### src/cts_pkg.sv
// Shared types, constants and the per-byte lexer decision for the token splitter.
package cts_pkg;

  localparam int unsigned BYTE_W      = 8;
  localparam int unsigned WIN_DEPTH   = 3;
  localparam int unsigned QUEUE_DEPTH = 4;
  localparam int unsigned QUEUE_AW    = $clog2(QUEUE_DEPTH);
  localparam int unsigned QUEUE_CW    = QUEUE_AW + 1;
  localparam int unsigned USER_W      = 2;

  localparam logic [QUEUE_CW-1:0] QUEUE_FULL_CNT = QUEUE_CW'(QUEUE_DEPTH);

  // character codes the lexer tests for
  localparam logic [BYTE_W-1:0] CH_NL    = 8'h0A;
  localparam logic [BYTE_W-1:0] CH_HASH  = "#";
  localparam logic [BYTE_W-1:0] CH_DQ    = "\"";
  localparam logic [BYTE_W-1:0] CH_SQ    = "'";
  localparam logic [BYTE_W-1:0] CH_BSL   = "\\";
  localparam logic [BYTE_W-1:0] CH_SLASH = "/";
  localparam logic [BYTE_W-1:0] CH_GT    = ">";
  localparam logic [BYTE_W-1:0] CH_LT    = "<";
  localparam logic [BYTE_W-1:0] CH_EQ    = "=";

  typedef enum logic [4:0] {
    MODE_NORMAL    = 5'b00001,
    MODE_DIRECTIVE = 5'b00010,
    MODE_STRING    = 5'b00100,
    MODE_CHAR      = 5'b01000,
    MODE_COMMENT   = 5'b10000
  } lex_mode_e;

  typedef struct packed {
    lex_mode_e  mode;
    logic       token_open;
    logic       prior_bs;   // previous judged byte was a backslash
    logic [1:0] op_tail;
  } lex_state_t;

  localparam lex_state_t LEX_RESET = '{
    mode:       MODE_NORMAL,
    token_open: 1'b0,
    prior_bs:   1'b0,
    op_tail:    2'd0
  };

  // One queued job: the pending bytes (lowest first), how many are valid, and the end flag.
  typedef struct packed {
    logic                           fin;
    logic [1:0]                     cnt;
    logic [WIN_DEPTH-1:0][BYTE_W-1:0] win;
  } job_t;

  typedef struct packed {
    logic full;
    logic empty;
  } queue_status_t;

  typedef struct packed {
    lex_state_t nxt;
    logic       emit;
    logic       start;
  } judge_t;

  function automatic logic is_ws(logic [BYTE_W-1:0] c);
    return (c == 8'h20) || (c == 8'h09) || (c == 8'h0A) || (c == 8'h0B) ||
           (c == 8'h0C) || (c == 8'h0D);
  endfunction

  function automatic logic is_delim(logic [BYTE_W-1:0] c);
    logic r;
    r = 1'b0;
    case (c) inside
      ";", "(", ")", "{", "}", ",", "=", "<", ">", "+", "-", "*", "/", "%", "&",
      "|", "^", "~", "[", "]", ".", "!", "?", ":", "#": r = 1'b1;
      default: r = 1'b0;
    endcase
    return r;
  endfunction

  function automatic logic is_pair(logic [BYTE_W-1:0] a, logic [BYTE_W-1:0] b);
    return (a == "+" && (b == "+" || b == "=")) ||
           (a == "-" && (b == "-" || b == "=" || b == ">")) ||
           (a == "&" && b == "&") || (a == "|" && b == "|") ||
           (a == "=" && b == "=") || (a == "!" && b == "=") ||
           (a == ">" && (b == "=" || b == ">")) ||
           (a == "<" && (b == "=" || b == "<")) ||
           ((a == "*" || a == "/" || a == "%") && b == "=") ||
           (a == ":" && b == ":");
  endfunction

  // Decide one byte c with la bytes of lookahead (n1, n2).
  function automatic judge_t lex_judge(lex_state_t s, logic [BYTE_W-1:0] c, logic [1:0] la,
                                       logic [BYTE_W-1:0] n1, logic [BYTE_W-1:0] n2);
    judge_t            r;
    logic [BYTE_W-1:0] quote;
    r       = '{nxt: s, emit: 1'b0, start: 1'b0};
    quote   = (s.mode == MODE_STRING) ? CH_DQ : CH_SQ;
    if (s.op_tail != 2'd0) begin
      r.nxt.op_tail = s.op_tail - 2'd1;
      r.emit        = 1'b1;
    end else begin
      unique case (s.mode) inside
        MODE_DIRECTIVE: begin
          if (c == CH_NL) begin
            r.nxt.mode       = MODE_NORMAL;
            r.nxt.token_open = 1'b0;
          end else begin
            r.emit = 1'b1;
          end
        end
        MODE_STRING, MODE_CHAR: begin
          r.emit = 1'b1;
          if (c == quote && !s.prior_bs) begin
            r.nxt.mode       = MODE_NORMAL;
            r.nxt.token_open = 1'b0;
          end
        end
        MODE_COMMENT: begin
          if (c == CH_NL) r.nxt.mode = MODE_NORMAL;
        end
        default: begin
          r.nxt.mode = MODE_NORMAL;
          if (c == CH_HASH && !s.token_open) begin
            r.nxt.mode       = MODE_DIRECTIVE;
            r.emit           = 1'b1;
            r.start          = 1'b1;
            r.nxt.token_open = 1'b1;
          end else if (c == CH_DQ || c == CH_SQ) begin
            r.emit           = 1'b1;
            r.start          = !s.token_open;
            r.nxt.token_open = 1'b1;
            r.nxt.mode       = (c == CH_DQ) ? MODE_STRING : MODE_CHAR;
          end else if (la == 2'd2 && (c == CH_GT || c == CH_LT) && n1 == c && n2 == CH_EQ) begin
            r.emit           = 1'b1;
            r.start          = 1'b1;
            r.nxt.op_tail    = 2'd2;
            r.nxt.token_open = 1'b0;
          end else if (la != 2'd0 && is_pair(c, n1)) begin
            r.emit           = 1'b1;
            r.start          = 1'b1;
            r.nxt.op_tail    = 2'd1;
            r.nxt.token_open = 1'b0;
          end else if (c == CH_SLASH && la != 2'd0 && n1 == CH_SLASH) begin
            r.nxt.mode       = MODE_COMMENT;
            r.nxt.token_open = 1'b0;
          end else if (is_ws(c)) begin
            r.nxt.token_open = 1'b0;
          end else if (is_delim(c)) begin
            r.emit           = 1'b1;
            r.start          = 1'b1;
            r.nxt.token_open = 1'b0;
          end else begin
            r.emit           = 1'b1;
            r.start          = !s.token_open;
            r.nxt.token_open = 1'b1;
          end
        end
      endcase
    end
    r.nxt.prior_bs = (c == CH_BSL);
    return r;
  endfunction

endpackage

### src/cts_front.sv
// Input side: keeps the two-byte lookahead window and queues bytes that are ready to judge.
module cts_front (
  input  logic                      clk_i,
  input  logic                      rst_ni,
  input  logic                      s_axis_tvalid_i,
  output logic                      s_axis_tready_o,
  input  logic [cts_pkg::BYTE_W-1:0] s_axis_tdata_i,  // source_byte
  input  logic                      s_axis_tlast_i,  // final_byte
  input  cts_pkg::queue_status_t    queue_status_i,
  output logic                      job_valid_o,
  output cts_pkg::job_t             job_o
);
  import cts_pkg::*;

  logic [1:0][BYTE_W-1:0] win_q, win_d;
  logic [1:0]             fill_q, fill_d;
  logic                   accept;

  assign s_axis_tready_o = !queue_status_i.full;
  assign accept          = s_axis_tvalid_i && s_axis_tready_o;
  assign job_valid_o     = accept && (fill_q == 2'd2 || s_axis_tlast_i);

  always_comb begin
    job_o.win    = '0;
    job_o.fin    = s_axis_tlast_i;
    job_o.cnt    = fill_q + 2'd1;
    case (fill_q)
      2'd2: begin
        job_o.win[0] = win_q[0];
        job_o.win[1] = win_q[1];
        job_o.win[2] = s_axis_tdata_i;
      end
      2'd1: begin
        job_o.win[0] = win_q[0];
        job_o.win[1] = s_axis_tdata_i;
      end
      default: begin
        job_o.win[0] = s_axis_tdata_i;
      end
    endcase
  end

  always_comb begin
    win_d  = win_q;
    fill_d = fill_q;
    if (accept) begin
      if (s_axis_tlast_i) begin
        win_d  = '0;
        fill_d = 2'd0;
      end else if (fill_q == 2'd2) begin
        win_d[0] = win_q[1];
        win_d[1] = s_axis_tdata_i;
      end else begin
        win_d[fill_q[0]] = s_axis_tdata_i;
        fill_d           = fill_q + 2'd1;
      end
    end
  end

  always_ff @(posedge clk_i or negedge rst_ni) begin
    if (!rst_ni) begin
      win_q  <= '0;
      fill_q <= 2'd0;
    end else begin
      win_q  <= win_d;
      fill_q <= fill_d;
    end
  end

endmodule

### src/cts_queue.sv
// Short register queue of judge jobs between the front and the back.
module cts_queue (
  input  logic                   clk_i,
  input  logic                   rst_ni,
  input  logic                   push_i,
  input  cts_pkg::job_t          push_data_i,
  input  logic                   pop_i,
  output cts_pkg::job_t          head_o,
  output cts_pkg::queue_status_t status_o
);
  import cts_pkg::*;

  job_t                entry_q [QUEUE_DEPTH];
  logic [QUEUE_AW-1:0] wr_ptr_q, rd_ptr_q;
  logic [QUEUE_CW-1:0] cnt_q, cnt_d;
  logic                do_push, do_pop;

  assign status_o.full  = (cnt_q == QUEUE_FULL_CNT);
  assign status_o.empty = (cnt_q == '0);
  assign do_push        = push_i && !status_o.full;
  assign do_pop         = pop_i && !status_o.empty;
  assign head_o         = entry_q[rd_ptr_q];

  always_comb begin
    cnt_d = cnt_q;
    case ({do_push, do_pop})
      2'b10:   cnt_d = cnt_q + QUEUE_CW'(1);
      2'b01:   cnt_d = cnt_q - QUEUE_CW'(1);
      default: cnt_d = cnt_q;
    endcase
  end

  always_ff @(posedge clk_i) begin
    if (do_push) entry_q[wr_ptr_q] <= push_data_i;
  end

  always_ff @(posedge clk_i or negedge rst_ni) begin
    if (!rst_ni) begin
      wr_ptr_q <= '0;
      rd_ptr_q <= '0;
      cnt_q    <= '0;
    end else begin
      if (do_push) wr_ptr_q <= wr_ptr_q + QUEUE_AW'(1);
      if (do_pop)  rd_ptr_q <= rd_ptr_q + QUEUE_AW'(1);
      cnt_q <= cnt_d;
    end
  end

endmodule

### src/cts_back.sv
// Output side: judges one pending byte per cycle while the output is not stalled, closes the source with an end marker.
module cts_back (
  input  logic                       clk_i,
  input  logic                       rst_ni,
  input  cts_pkg::job_t              head_i,
  input  logic                       head_valid_i,
  output logic                       pop_o,
  output logic                       m_axis_tvalid_o,
  input  logic                       m_axis_tready_i,
  output logic [cts_pkg::BYTE_W-1:0] m_axis_tdata_o,  // token_byte
  output logic [cts_pkg::USER_W-1:0] m_axis_tuser_o,  // [0] starts_token, [1] end_marker
  output logic                       m_axis_tlast_o   // last_of_run
);
  import cts_pkg::*;

  job_t              cur_q, cur_d;
  logic              cur_valid_q, cur_valid_d;
  lex_state_t        lex_q, lex_d;
  logic              out_valid_q;
  logic [BYTE_W-1:0] out_byte_q;
  logic [USER_W-1:0] out_user_q;
  logic              out_last_q;

  judge_t            jr;
  logic              advance, step, at_end, done, load, step_emit;

  assign advance = !out_valid_q || m_axis_tready_i;
  assign step    = advance && cur_valid_q;
  // all pending bytes judged: the end marker beat is due
  assign at_end  = (cur_q.cnt == 2'd0);
  assign done    = step && (at_end || !cur_q.fin);
  assign load    = head_valid_i && (!cur_valid_q || done);
  assign pop_o   = load;

  assign jr        = lex_judge(lex_q, cur_q.win[0], cur_q.cnt - 2'd1, cur_q.win[1], cur_q.win[2]);
  assign step_emit = at_end || jr.emit;

  always_comb begin
    cur_d       = cur_q;
    cur_valid_d = cur_valid_q;
    if (load) begin
      cur_d       = head_i;
      cur_valid_d = 1'b1;
    end else if (done) begin
      cur_valid_d = 1'b0;
    end else if (step) begin
      cur_d.win[0] = cur_q.win[1];
      cur_d.win[1] = cur_q.win[2];
      cur_d.cnt    = cur_q.cnt - 2'd1;
    end
  end

  always_comb begin
    lex_d = lex_q;
    if (step) lex_d = at_end ? LEX_RESET : jr.nxt;
  end

  always_ff @(posedge clk_i) begin
    if (advance) begin
      out_byte_q <= at_end ? '0 : cur_q.win[0];
      out_user_q <= {at_end, !at_end && jr.start};
      out_last_q <= at_end || !cur_q.fin;
    end
    cur_q <= cur_d;
  end

  always_ff @(posedge clk_i or negedge rst_ni) begin
    if (!rst_ni) begin
      cur_valid_q <= 1'b0;
      lex_q       <= LEX_RESET;
      out_valid_q <= 1'b0;
    end else begin
      cur_valid_q <= cur_valid_d;
      lex_q       <= lex_d;
      if (advance) out_valid_q <= step && step_emit;
    end
  end

  assign m_axis_tvalid_o = out_valid_q;
  assign m_axis_tdata_o  = out_byte_q;
  assign m_axis_tuser_o  = out_user_q;
  assign m_axis_tlast_o  = out_last_q;

endmodule

### src/c_source_token_splitter.sv
// Top level of the C source token splitter: front window, job queue, lexer back end.
// Path: a byte is judged once two later bytes arrive; its beat then passes the queue, the job and output registers.
// Throughput: one byte per cycle while the queue is not full; a tlast byte has the back end
//   judge each pending byte, then the end marker; nonstop sources stall once the queue fills.
// Reset: asynchronous, active low; window, queue and lexer mode clear at once, no sweep.
// After a tlast byte the lexer returns to its reset state.
module c_source_token_splitter (
  input  logic                       clk_i,
  input  logic                       rst_ni,
  input  logic                       s_axis_tvalid_i,
  output logic                       s_axis_tready_o,
  input  logic [cts_pkg::BYTE_W-1:0] s_axis_tdata_i,  // source_byte
  input  logic                       s_axis_tlast_i,  // final_byte
  output logic                       m_axis_tvalid_o,
  input  logic                       m_axis_tready_i,
  output logic [cts_pkg::BYTE_W-1:0] m_axis_tdata_o,  // token_byte
  output logic [cts_pkg::USER_W-1:0] m_axis_tuser_o,  // [0] starts_token, [1] end_marker
  output logic                       m_axis_tlast_o   // last_of_run
);
  import cts_pkg::*;

  job_t          push_job, head_job;
  logic          push_valid, pop;
  queue_status_t q_status;

  cts_front u_front (
    .clk_i           (clk_i),
    .rst_ni          (rst_ni),
    .s_axis_tvalid_i (s_axis_tvalid_i),
    .s_axis_tready_o (s_axis_tready_o),
    .s_axis_tdata_i  (s_axis_tdata_i),
    .s_axis_tlast_i  (s_axis_tlast_i),
    .queue_status_i  (q_status),
    .job_valid_o     (push_valid),
    .job_o           (push_job)
  );

  cts_queue u_queue (
    .clk_i       (clk_i),
    .rst_ni      (rst_ni),
    .push_i      (push_valid),
    .push_data_i (push_job),
    .pop_i       (pop),
    .head_o      (head_job),
    .status_o    (q_status)
  );

  cts_back u_back (
    .clk_i           (clk_i),
    .rst_ni          (rst_ni),
    .head_i          (head_job),
    .head_valid_i    (!q_status.empty),
    .pop_o           (pop),
    .m_axis_tvalid_o (m_axis_tvalid_o),
    .m_axis_tready_i (m_axis_tready_i),
    .m_axis_tdata_o  (m_axis_tdata_o),
    .m_axis_tuser_o  (m_axis_tuser_o),
    .m_axis_tlast_o  (m_axis_tlast_o)
  );

  // end marker beat is zero data, no token start, and closes the run
  a_end_marker_form: assert property (@(posedge clk_i) disable iff (!rst_ni)
    (m_axis_tvalid_o && m_axis_tuser_o[1]) |->
      (m_axis_tlast_o && m_axis_tdata_o == '0 && !m_axis_tuser_o[0]))
    else $error("end marker beat malformed");

  a_no_push_when_full: assert property (@(posedge clk_i) disable iff (!rst_ni)
    !(push_valid && q_status.full))
    else $error("job pushed into full queue");

  a_no_pop_when_empty: assert property (@(posedge clk_i) disable iff (!rst_ni)
    !(pop && q_status.empty))
    else $error("job popped from empty queue");

  // a tlast byte always queues a job
  a_last_queues_job: assert property (@(posedge clk_i) disable iff (!rst_ni)
    (s_axis_tvalid_i && s_axis_tready_o && s_axis_tlast_i) |-> push_valid)
    else $error("final beat produced no job");

endmodule
### config.mk
export PLATFORM = sky130hd
export DESIGN_NAME = c_source_token_splitter
export DESIGN_NICKNAME = d
export VERILOG_FILES = /design/src/cts_pkg.sv /design/src/cts_front.sv /design/src/cts_queue.sv /design/src/cts_back.sv /design/src/c_source_token_splitter.sv
export SDC_FILE = /design/constraint.sdc
export NUM_CORES = 1
export LEC_CHECK = 0
export BUFFER_PORTS_ARGS = -buffer_cell sky130_fd_sc_hd__buf_2
export CORE_ASPECT_RATIO = 0.6
export CORE_MARGIN = 2
export CORE_UTILIZATION = 59
export CTS_BUF_LIST = sky130_fd_sc_hd__clkbuf_8
export DETAILED_ROUTE_END_ITERATION = 8
export PLACE_DENSITY = 0.76
export SLEW_MARGIN = 20
export SYNTH_ARGS = -nofsm -noshare
export SYNTH_HDL_FRONTEND = slang
export SYNTH_SLANG_ARGS = --single-unit
export TNS_END_PERCENT = 1
### constraint.sdc
create_clock -name clk_i -period 2.8 [get_ports clk_i]
set_input_delay 0.56 -clock clk_i [delete_from_list [all_inputs] [get_ports clk_i]]
set_output_delay 0.56 -clock clk_i [all_outputs]
set_load 0.01 [all_outputs]
Yosys cells after proc, flatten, opt, wreduce, memory -nomap -nowiden --
Memories as Yosys holds them, arrays and structs flattened. Cells that the tools add are included.
Storage, ports and cells: output and inout port bits 13, register bits 74, memories 1, latch bits 0, memory bits (read-only) 0, input port bits 13, RAM bits 108, logic and storage cells 242
Operators by class: reductions and logical operators 81, magnitude comparators 2, equality and inequality tests 66, shift operators 0, add/sub/neg operators 7, div/mod/pow operators 0, muxes and demuxes 65, bitwise logic cells 0, multipliers 0
Memory list:
- u_queue.entry_q | words 4, bits a word 27, read ports 1, clocked after memory_dff 0, wr ports 1, line cts_queue.sv:13 | job_t entry_q [QUEUE_DEPTH];
Operator list (number):
- == test 8 x 6 -> 1 bit, second input constant | 30
- 2-to-1 mux 16 bit | 5
- == test 8 x 7 -> 1 bit, second input constant | 9
- == test 8 x 4 -> 1 bit, second input constant | 5
- 2-to-1 mux 6 bit | 5
- logical AND 1 bit | 28
- logical OR 1 bit | 28
- 2-to-1 mux 2 bit | 14
- OR reduction 25 bit | 1
- 2-to-1 mux 8 bit | 3
- 2-to-1 mux 1 bit | 22
- 2-to-1 mux 5 bit | 4
- bitwise mux 16 bit | 1
- == test 8 bit | 2
- case mux 8 bit (2 select lines) | 1
- case mux 5 bit (3 select lines) | 1
- AND reduction 5 bit | 3
- inequality test 3 x 1 -> 1 bit, second input constant | 4
- nonzero test 2 bit | 5
- 2-to-1 mux 9 bit | 1
- demux 8 bit (select 1 bit) | 1
- zero test 1 bit | 8
- 2-to-1 mux 4 bit | 2
- adder 2 x 1 -> 2 bit, second input constant | 3
- other kinds (24) | 35

Longest topological paths before layout --
Gate-level depths: netlist of the first run.
depth after elaboration 31, mapped depth 12, depth with buffers taken out 12

Hierarchy --
A second synthesis of the first run with hierarchy kept.
Second synthesis, totals: cell total of the unflattened synthesis 558, area total of the unflattened synthesis 8426.8 um2
By module, submodules not included:
- cts_queue | area each 4330.4 um2, instances 1, cells an instance 178, seq. area each 3418.3 um2
- cts_back | area each 2916.5 um2, instances 1, cells an instance 257, seq. area each 1417.6 um2
- cts_front | area each 1176.1 um2, instances 1, cells an instance 122, seq. area each 450.4 um2
- c_source_token_splitter | area each 3.8 um2, instances 1, cells an instance 1, seq. area each 0.0 um2

Worst setup path before layout of the first run --
No wires, ideal clock.
kind register -> register, start register u_back.cur_q[24] (netlist bit), end register u_queue.cnt_q[2], cell stages (with the launch flop) 13, required time 2.721 ns, arrival 2.458 ns, buffers on the path 0, period minus slack after synthesis 2.537 ns, setup time 0.079 ns, path slack 0.263 ns, path through edfxtp_1 > inv_1 > ha_1 > nor2b_1 > o21ai_0 > nand2b_1 > inv_1 > ha_1 > inv_1 > fa_1 > xor2_1 > nor2_1 > xor2_1
Between the ends: word-level cells in the longest chain between the ends 8, elaborated cells on any way between the ends 10, those cells by class 2 x eq/ne; 1 x mux; 7 x reduce/logical
RTL lines:
- from (decl) | line cts_back.sv:16 | job_t cur_q, cur_d;
- from (signal assigned) | line cts_back.sv:64 | cur_q <= cur_d;
- zero test 2 bit (*) | line cts_back.sv:30 | assign at_end = (cur_q.cnt == 2'd0);
- via u_back.at_end | line cts_back.sv:25 | logic advance, step, at_end, done, load, step_emit;
- logical OR 1 bit (*) | line cts_back.sv:31 | assign done = step && (at_end || !cur_q.fin);
- logical AND 1 bit (*) | line cts_back.sv:31
- logical OR 1 bit (*) | line cts_back.sv:32 | assign load = head_valid_i && (!cur_valid_q || done);
- logical AND 1 bit (*) | line cts_back.sv:32
- via pop | line c_source_token_splitter.sv:23 | logic push_valid, pop;
- logical AND 1 bit (*) | line cts_queue.sv:21 | assign do_pop = pop_i && !status_o.empty;
- == test 2 x 1 -> 1 bit or == test 2 bit (tied branches) | line cts_queue.sv:26 | case ({do_push, do_pop})
- case mux 3 bit (2 select lines) or nonzero test 2 bit (tied branches)
- to (signal assigned) | line cts_queue.sv:45 | cnt_q <= cnt_d;
- to (decl) | line cts_queue.sv:15 | logic [QUEUE_CW-1:0] cnt_q, cnt_d;
The timed path passes the listed nets; every way through them passes the cells marked *. A chain may end at the register's enable or synchronous reset.

Worst setup path after layout of the first run --
start register u_back.cur_q[5] (netlist bit), end register u_back.lex_q[1] (netlist bit)
Between the ends: word-level cells in the longest chain between the ends 14, elaborated cells on any way between the ends 54, those cells by class 18 x eq/ne; 6 x mux; 30 x reduce/logical
RTL lines:
- == test 8 x 6 -> 1 bit, on equally long branches | line cts_pkg.sv:81, cts_pkg.sv:82
- logical AND 1 bit, on equally long branches | line cts_pkg.sv:81, cts_pkg.sv:82
- logical OR 1 bit | line cts_pkg.sv:81 | return (a == "+" && (b == "+" || b == "=")) ||
- logical OR 1 bit | line cts_pkg.sv:82 | (a == "-" && (b == "-" || b == "=" || b == ">")) ||
- logical OR 1 bit (2 in series) | line cts_pkg.sv:83 | (a == "&" && b == "&") || (a == "|" && b == "|") ||
- logical OR 1 bit (2 in series) | line cts_pkg.sv:84 | (a == "=" && b == "=") || (a == "!" && b == "=") ||
- logical OR 1 bit | line cts_pkg.sv:85 | (a == ">" && (b == "=" || b == ">")) ||
- logical OR 1 bit | line cts_pkg.sv:86 | (a == "<" && (b == "=" || b == "<")) ||
- logical OR 1 bit | line cts_pkg.sv:87 | ((a == "*" || a == "/" || a == "%") && b == "=") ||
- logical AND 1 bit | line cts_pkg.sv:138 | end else if (la != 2'd0 && is_pair(c, n1)) begin
- nonzero test 4 bit (no source line)
- AND reduction 5 bit (no source line)
- to (signal assigned) | line cts_back.sv:74 | lex_q <= lex_d;
- to (decl) | line cts_back.sv:18 | lex_state_t lex_q, lex_d;
Several ways; a longest one is shown, not always the timed one. The select of a mux whose other input is x is not followed.

==> results.txt, run 1 <==
Die W: 156.0 microns
gr ovfl total: 0
average wire per standard cell: 21.58 microns
Async SR Flop Fraction: 19.78%
Cell Area, Synth: 8174 sq um
Max-Cap Viols: 0
Ys Warns: 0
die area: 14,840 sq um
Routed WL: 16,940 microns
Peak VDD IR: 569.1 uV
setup TNS: 0 ns
Setup crit start kind: flip-flop
status: finished clean
sequential element share of the synthesized area: 64.67%
CTS Buffer Depth: 2
final net count: 621
CP arrival: 3.04 ns
Ports: 26
Worst EP required: 3.19 ns
vias per cell: 6.385
final max-slew violation count: 0
static leakage: 3.236 nW
largest net degree at the start of global routing: 37
P&R area growth vs syn: 10.22%
Main synth FF type: edfxtp_1
CTS clk-pin slew, worst paths: 0.10 ns
worst-skew pair later-pin latency: 0.47 ns
length in cells of the worst reg-to-reg path: 6
number of port buffers: 25
Setup CP Type: flip-flop to flip-flop
DRC Markers: 0
core area: 13,580 sq um
syn_nets: 587
flops & latches, synth: 182
Core Util, Final: 66.33%
Diodes inserted: 0
Final Wtd Congestion: 0.8868
Cell variety after synth: 58
CP Capture Type: flip-flop
share of layout cells above drive strength 1: 22.62%
H-Tree Level Count: 4
Post-DP HPWL: 11,640 microns
Final setup viols: 0
starting DRC count in detailed routing: 649
postcts setup bufs: 0
unrepaired setup endpoints after global routing: no
GR Util All Layers: 24.66%
Syn Inst Count: 563
post_cts resized: 0
Pwr Density: 1092 nW/um^2
initial cell density of the core: 60.17%
headroom to the max-slew limit: 38.96%
Hold Buf Count CTS: 0
clk root buf: clkbuf_8
HP Class: input pin to async pin
vias in the first global route: 4,758
fmax: 0.3771 GHz
CTS sink count: 182
final hold vios: 0
# rows: 33
first-pass GRT wire length: 26,700 microns
Detail Route Antenna Nets: 0
Tmin final: 2.652 ns
worst-margin pin slew: 0.9155 ns
TritonCTS clock tree: yes
skew final: 0.01787 ns
period utilization: 94.72%
via count: 5,012
Mapped Avg Cell Area: 14.52 sq um
initial antenna violation count: 0
iteration count of the initial detailed-routing pass: 5
Die Y: 95.18 microns
worst-path fanout max: 10
CTS buffer count: 17
EDFF count, synth: 146
-- kinds of logic after synthesis --
group | after synthesis | synth area share [%]
flops | 182 | 64.67
simple gates | 151 | 10.15
compound gates | 94 | 7.929
buf+inv | 55 | 2.663
mux | 53 | 10.99
xor+xnor | 17 | 1.821
fa+ha+maj | 11 | 1.776
-- synth_stat cells, drive strengths merged (3+ instances only) --
cell | n | area share (%)
nand2b | 8 | 0.61
a32o | 4 | 0.49
a22o | 3 | 0.32
dfrtp | 35 | 11
mux2 | 24 | 3.3
clkbuf | 23 | 1.1
mux4 | 27 | 7.4
a22oi | 26 | 2.4
nor2 | 25 | 1.1
a21o | 3 | 0.28
nand3 | 7 | 0.43
nor3b | 3 | 0.28
o41ai | 3 | 0.32
nand2 | 35 | 1.6
nor4 | 10 | 0.95
xor2 | 7 | 0.75
nor4b | 4 | 0.43
o21ai | 29 | 1.8
buf | 10 | 0.60
nand4 | 4 | 0.31
a21oi | 8 | 0.49
and2 | 13 | 0.99
a31oi | 3 | 0.23
nor2b | 12 | 0.92
nor3 | 17 | 1.1
inv | 22 | 1.0
edfxtp | 146 | 54
xnor2 | 10 | 1.1
or3 | 4 | 0.43
or4 | 3 | 0.28
ha | 10 | 1.5
-- sequential cells by signal (all words and copies together) (netlist names), 3 cells and up --
| register | count |
|---|---|
| u_queue.entry_q | 108 |
| u_back.cur_q | 27 |
| u_front.win_q | 16 |
| u_back.lex_q | 9 |
| u_back.m_axis_tdata_o | 8 |
| u_queue.cnt_q | 3 |
-- per-layer routing --
| layer | global-route usage (%) | part of all wire (%) | up-vias |
|---|---|---|---|
| met1 | 37.37 | 46 | 2512 |
| met4 | 5.963 | 1.1 | 0 |
| met2 | 37.02 | 45 | 242 |
| li1 | - | - | 2235 |
| met3 | 5.545 | 8.4 | 23 |
| met5 | 0 | 0 | - |
-- per-stage QoR --
stage               cell area [sq um]  hold WS, ns  power, W  cells  setup WS, ns
detailed placement               8594       0.4770  0.008109    753        0.2299
global route                     9010       0.2641   0.01040    785       0.01824
floorplan                        8174       0.2644  0.006942    563        0.2628
finish                           9010       0.2047  0.009843    785        0.1478
CTS                              9010       0.2246  0.009868    785        0.2228
global placement                 8594       0.4615  0.007982    753        0.3759
-- critical path, cell delays in order, from the launching register on --
cell and delay, ns:
edfxtp_1 0.57, or3b_1 0.47, or4_1 0.55, nor4_1 0.53, a22oi_1 0.14, a2bb2oi_1 0.17
a21oi_1 0.15
-- final cells by class --
cell class,count,area [sq um]
flip-flops and latches,182,5288
multi-input cells,326,2670
clock inverters,15,181.4
clock buffers,17,234.0
fillers,931,4574
well taps,175,219.0
inverters,22,82.58
repair buffers,48,335.3
-- power by group --
| group | leakage [nW] | switching, W | total (W) | internal (W) |
|---|---|---|---|---|
| Clock | 0.209 | 0.00109 | 0.00178 | 0.000690 |
| Combinational | 1.20 | 0.00202 | 0.00358 | 0.00156 |
| Sequential | 1.83 | 0.000507 | 0.00448 | 0.00397 |
-- layout by cell type, fill, tap and decap left out, drive strengths merged, types with 12 or more instances in the layout --
cell type | Yosys | routed
a22oi | 26 | 26
and2 | 13 | 13
buf | 10 | 48
clkbuf | 23 | 17
dfrtp | 35 | 35
edfxtp | 146 | 146
inv | 22 | 30
mux2 | 24 | 24
mux4 | 27 | 27
nand2 | 35 | 35
nor2 | 25 | 25
nor2b | 12 | 12
nor3 | 17 | 17
o21ai | 29 | 29
-- path summary, 6_finish.rpt --
kind	startpoint	end	slack (ns)
setup / recovery	u_back.cur_q[5]	u_back.lex_q[1]	0.15
hold / removal	rst_ni	u_back.lex_q[3]	0.20
setup reg to reg	u_back.cur_q[5]	u_back.lex_q[1]	0.15
hold reg to reg	u_front.win_q[4]	u_front.win_q[4]	0.50
max in group asynchronous	rst_ni	u_queue.rd_ptr_q[0]	1.97
min in group clk_i	s_axis_tdata_i[0]	u_front.win_q[8]	0.42
Note: power is estimated with default switching activity, not from simulation.
==> run 2: changes to the inputs <==
--- a/config.mk
+++ b/config.mk
@@ -9,7 +9,6 @@
 export CORE_ASPECT_RATIO = 0.6
 export CORE_MARGIN = 2
 export CORE_UTILIZATION = 59
-export CTS_BUF_LIST = sky130_fd_sc_hd__clkbuf_8
 export DETAILED_ROUTE_END_ITERATION = 8
 export PLACE_DENSITY = 0.76
 export SLEW_MARGIN = 20
==> results.txt, run 2 (synthesis results as in run 1) <==
Post-Place Cells: 753 (unchanged)
post_cts resized: 0 (unchanged)
top flop regs: u_queue.entry_q (108), u_back.cur_q (27), u_front.win_q (16)
Final setup viols: 0 (unchanged)
Setup crit start kind: flip-flop
CTS Buffer Depth: 2 (unchanged)
iteration count of the initial detailed-routing pass: 5 (unchanged)
average wire per standard cell: 22.02 microns (+2.0%)
TritonCTS clock tree: yes
headroom to the max-slew limit: 38.92% (-0.049 points)
vias per cell: 6.459 (+1.2%)
commonest non-fill, non-tap cells in the layout: edfxtp_1, nand2_1, dfrtp_1, o21ai_0, mux4_2
CTS buffer count: 17 (unchanged)
skew final: 0.01028 ns (-0.007587 ns)
share of layout cells above drive strength 1: 22.62% (unchanged)
Ports: 26 (unchanged)
P&R area growth vs syn: 12.57%
clk root buf: clkbuf_16
setup TNS: 0 ns (unchanged)
CP arrival: 3.07 ns (+0.03 ns)
vias in the first global route: 4,767 (+0.19%)
largest net degree at the start of global routing: 37 (unchanged)
via count: 5,070 (+1.2%)
initial antenna violation count: 0 (unchanged)
worst-margin pin slew: 0.9163 ns (+0.0007281 ns)
final net count: 621 (unchanged)
Min Hold Slack: 0.2479 ns (+0.04319 ns)
first-pass GRT wire length: 27,170 microns (+1.8%)
Slowest-stage cell, CP: nor4_1
unrepaired setup endpoints after global routing: no
CP cell instances: or3b_1 > or4_1 > nor4_1 > a22oi_1 > a2bb2oi_1 > a21oi_1
H-Tree Level Count: 4 (unchanged)
Tmin final: 2.722 ns (+0.06991 ns)
worst setup path start: u_back.cur_q[5]
Final Total Pwr: 0.01048 W (+6.5%)
worst-path fanout max: 10 (unchanged)
Final Wtd Congestion: 0.8868 (unchanged)
CTS sink count: 182 (unchanged)
postcts setup bufs: 0 (unchanged)
core area: 13,580 sq um (unchanged)
largest reg by FF count: u_queue.entry_q
final max-slew violation count: 0 (unchanged)
Die Y: 95.18 microns (unchanged)
DRC Markers: 0 (unchanged)
multi-input logic area: 2670 sq um (unchanged)
Diodes inserted: 0 (unchanged)
Filler Cell Count: 904 (-2.9%)
Max-Cap Viols: 0 (unchanged)
# rows: 33 (unchanged)
number of port buffers: 25 (unchanged)
Pwr Density: 1139 nW/um^2 (+4.3%)
Hold Buf Count CTS: 0 (unchanged)
register area: 5288 sq um (unchanged)
static leakage: 3.323 nW (+2.7%)
period utilization: 97.22% (+2.5 points)
CP top delay family: simple AND/OR/NAND/NOR gates
gr ovfl total: 0 (unchanged)
die area: 14,840 sq um (unchanged)
Routed WL: 17,290 microns (+2.0%)
Crit path largest cell delay: 0.58 ns (about the same)
max reg flops: 108 (unchanged)
Peak VDD IR: 588.8 uV (+3.5%)
worst-skew pair later-pin latency: 0.43 ns (-0.04 ns)
Worst EP required: 3.15 ns (-0.04 ns)
starting DRC count in detailed routing: 554 (-15%)
status: finished clean
CP Capture Type: flip-flop
Detail Route Antenna Nets: 0 (unchanged)
Critical path buffers and inverters: 0 (unchanged)
Setup CP Type: flip-flop to flip-flop
GR Util All Layers: 25.23% (+0.58 points)
Post-DP HPWL: 11,640 microns (unchanged)
Die W: 156.0 microns (unchanged)
final hold vios: 0 (unchanged)
most common cell after layout, fill and taps aside: edfxtp_1
HP Class: input pin to async pin
fin cells: 785 (unchanged)
CTS clk-pin slew, worst paths: 0.07 ns (-0.03 ns)
initial cell density of the core: 60.17% (unchanged)
fmax: 0.3674 GHz (-2.6%)
R2R Path Start: u_back.cur_q[5]
## run 2: layer usage
metal | routed length, microns | global-route usage [%] | part of all wire, %
met1 | 7825 | 37.52 | 45
met2 | 7875 | 37.83 | 46
met3 | 1381 | 5.682 | 8.0
met4 | 205 | 7.951 | 1.2
met5 | 0 | 0 | 0
## run 2: worst paths after layout
path | end | slack (ns) | cells after the start
setup / recovery | u_back.lex_q[1] | 0.08 | 6
hold / removal | u_back.lex_q[3] | 0.25 | 1
setup reg to reg | u_back.lex_q[1] | 0.08 | 6
hold reg to reg | u_front.win_q[4] | 0.49 | 2
max in group asynchronous | u_queue.rd_ptr_q[0] | 1.92 | 1
min in group clk_i | u_front.win_q[8] | 0.46 | 3
## run 2: metrics by stage
step / area, sq um / utilization [%] / setup slack, ns
4_1_cts: 9201 / 67.74 / 0.1965
3_3_place_gp: 8594 / 63.27 / 0.3759
2_1_floorplan: 8174 / - / 0.2628
5_1_grt: 9201 / 67.74 / 0.02228
6_report: 9201 / 67.74 / 0.07793
3_5_place_dp: 8594 / 63.27 / 0.2299
## run 2: where the power goes
| group | internal, W | total [W] | switching [W] |
|---|---|---|---|
| registers | 0.00397 | 0.00449 | 0.000519 |
| clock network | 0.00121 | 0.00238 | 0.00117 |
| logic | 0.00156 | 0.00361 | 0.00204 |
| total | 0.00675 | 0.0105 | 0.00373 |
## run 2: worst reg2reg max path: cells and delay by family (launching register included)
kind	cells	cell delay [ns]
flops	1	0.57
simple gates	3	1.60
compound gates	3	0.48
## run 2: area by class of cell
cell class | instances | area share [%]
sequential | 182 | 57.47
clock buffer | 17 | 4.623
inverter | 22 | 0.8975
tap | 175 | 2.380
multi-input combinational | 326 | 29.02
timing repair buffer | 48 | 3.644
clock inverter | 15 | 1.972
==> run 3: changes to the inputs <==
==> constraint.sdc (replaced) <==
create_clock -name clk_i -period 2.6 [get_ports clk_i]
set_input_delay 0.52 -clock clk_i [delete_from_list [all_inputs] [get_ports clk_i]]
set_output_delay 0.52 -clock clk_i [all_outputs]
set_load 0.01 [all_outputs]
==> results.txt, run 3 (synthesis results as in run 1) <==
Slowest-stage cell, CP: or4_1
skew final: 0.01317 ns (+0.002889 ns)
status: finished clean
design area: 9224 sq um (+0.24%)
# rows: 33 (unchanged)
Worst EP required: 2.95 ns (-0.20 ns)
first-pass GRT wire length: 27,770 microns (+2.2%)
postcts setup bufs: 0 (unchanged)
Post-DP HPWL: 12,230 microns (+5.0%)
Peak VDD IR: 739.2 uV (+26%)
fmax: 0.3990 GHz (+8.6%)
CTS Buffer Depth: 2 (unchanged)
CTS clk-pin slew, worst paths: 0.07 ns (about the same)
period utilization: 96.39% (-0.83 points)
Crit path largest cell delay: 0.58 ns (about the same)
placed instance area: 8650 sq um (+0.64%)
Final setup viols: 0 (unchanged)
DRC Markers: 0 (unchanged)
Critical path buffers and inverters: 0 (unchanged)
GR Util All Layers: 25.46% (+0.22 points)
Die W: 156.0 microns (unchanged)
P&R area growth vs syn: 12.84%
Tmin final: 2.506 ns (-0.2160 ns)
starting DRC count in detailed routing: 513 (-7.4%)
length in cells of the worst reg-to-reg path: 6 (unchanged)
die area: 14,840 sq um (unchanged)
commonest non-fill, non-tap cells in the layout: edfxtp_1, nand2_1, dfrtp_1, buf_4, mux4_2
Pwr Density: 1222 nW/um^2 (+7.2%)
largest net degree at the start of global routing: 30 (-19%)
final hold vios: 0 (unchanged)
Setup WS pre-CTS: -0.04812 ns (-0.2780 ns)
final max-slew violation count: 0 (unchanged)
Min Hold Slack: 0.08571 ns (-0.1622 ns)
Detail Route Antenna Nets: 0 (unchanged)
CP Capture Type: flip-flop
TritonCTS clock tree: yes
CP cell instances: or3b_1 > or4_1 > nor4_2 > a22oi_1 > a2bb2oi_1 > a21oi_1
vias per cell: 6.361 (-1.5%)
Max-Cap Viols: 0 (unchanged)
top flop regs: u_queue.entry_q (108), u_back.cur_q (27), u_front.win_q (16)
R2R Path Start: u_back.cur_q[6]
static leakage: 3.346 nW (+0.69%)
number of port buffers: 25 (unchanged)
Diodes inserted: 0 (unchanged)
H-Tree Level Count: 4 (unchanged)
most common cell after layout, fill and taps aside: edfxtp_1
Setup crit start kind: flip-flop
gr ovfl total: 0 (unchanged)
CTS buffer count: 17 (unchanged)
share of layout cells above drive strength 1: 23.91% (+1.3 points)
HP Class: input pin to async pin
worst-margin pin slew: 0.6680 ns (-0.2483 ns)
largest reg by FF count: u_queue.entry_q
worst-skew pair later-pin latency: 0.42 ns (about the same)
clk root buf: clkbuf_16
Critical R2R Capture: u_back.lex_q[1]
Routed WL: 17,530 microns (+1.4%)
Ports: 26 (unchanged)
Setup CP Type: flip-flop to flip-flop
CP arrival: 2.85 ns (-0.22 ns)
CTS sink count: 182 (unchanged)
Final Wtd Congestion: 0.9183 (+3.6%)
iteration count of the initial detailed-routing pass: 6 (+1)
setup TNS: 0 ns (unchanged)
vias in the first global route: 4,890 (+2.6%)
max reg flops: 108 (unchanged)
r2r setup slk: 0.09 ns (+0.02 ns)
unrepaired setup endpoints after global routing: no
initial antenna violation count: 0 (unchanged)
final net count: 630 (+1.4%)
Die Y: 95.18 microns (unchanged)
headroom to the max-slew limit: 55.47% (+17 points)
final setup margin: 0.09397 ns (+0.01604 ns)
average wire per standard cell: 22.08 microns (+0.26%)
worst-path fanout max: 5 (-5)
via count: 5,051 (-0.37%)
core area: 13,580 sq um (unchanged)
CP top delay family: simple AND/OR/NAND/NOR gates
initial cell density of the core: 60.17% (unchanged)
## run 3: cell types whose count changed in the layout (fill, tap and decap cells not counted), sizes merged
cell	before	now
buf	48	57
clkinvlp	0	2
inv	30	28
## run 3: timing repair
item | in CTS | in global routing
hold buffers | 0 | 0
resized for setup | 1 | 1
setup endpoints to repair | 1 | 1
## run 3: metal layers
| metal | track usage (%) | part of all wire (%) |
|---|---|---|
| met5 | 0 | 0 |
| met4 | 5.963 | 0.40 |
| met3 | 5.318 | 8.2 |
| met2 | 39.60 | 46 |
| met1 | 37.72 | 45 |
## run 3: worst max path at each step
stage,slack [ns],from,to,cells after the start
finish,0.09,u_back.cur_q[6],u_back.lex_q[1],6
global route,0.01,u_back.cur_q[6],u_back.lex_q[0],7
CTS,0.15,u_back.cur_q[6],u_back.lex_q[1],6
detailed placement,-0.05,u_back.cur_q[6],u_back.lex_q[1],6
global placement,0.05,u_back.cur_q[6],u_back.lex_q[1],6
floorplan,0.06,u_back.cur_q[24],u_queue.cnt_q[2],12
## run 3: layout make-up
| class | count | area, sq um |
|---|---|---|
| flip-flops and latches | 182 | 5288 |
| fillers | 908 | 4360 |
| multi-input cells | 326 | 2676 |
| clock buffers | 17 | 425.4 |
| repair buffers | 57 | 390.4 |
| well taps | 175 | 219.0 |
| clock inverters | 15 | 142.6 |
| inverters | 22 | 82.58 |
## run 3: stage by stage
stage	cells	power [W]	utilization [%]
4_1_cts	794	0.01129	67.90
2_1_floorplan	563	0.007476	-
3_5_place_dp	762	0.008846	63.67
6_report	794	0.01127	67.90
3_3_place_gp	762	0.008675	63.67
5_1_grt	794	0.01190	67.90
## run 3: power breakdown
group / total, W / leakage, nW / switching [W] / internal (W)
logic: 0.00400 / 1.24 / 0.00225 / 0.00175
clock network: 0.00245 / 0.274 / 0.00118 / 0.00127
registers: 0.00482 / 1.83 / 0.000536 / 0.00428
total: 0.0113 / 3.35 / 0.00397 / 0.00730
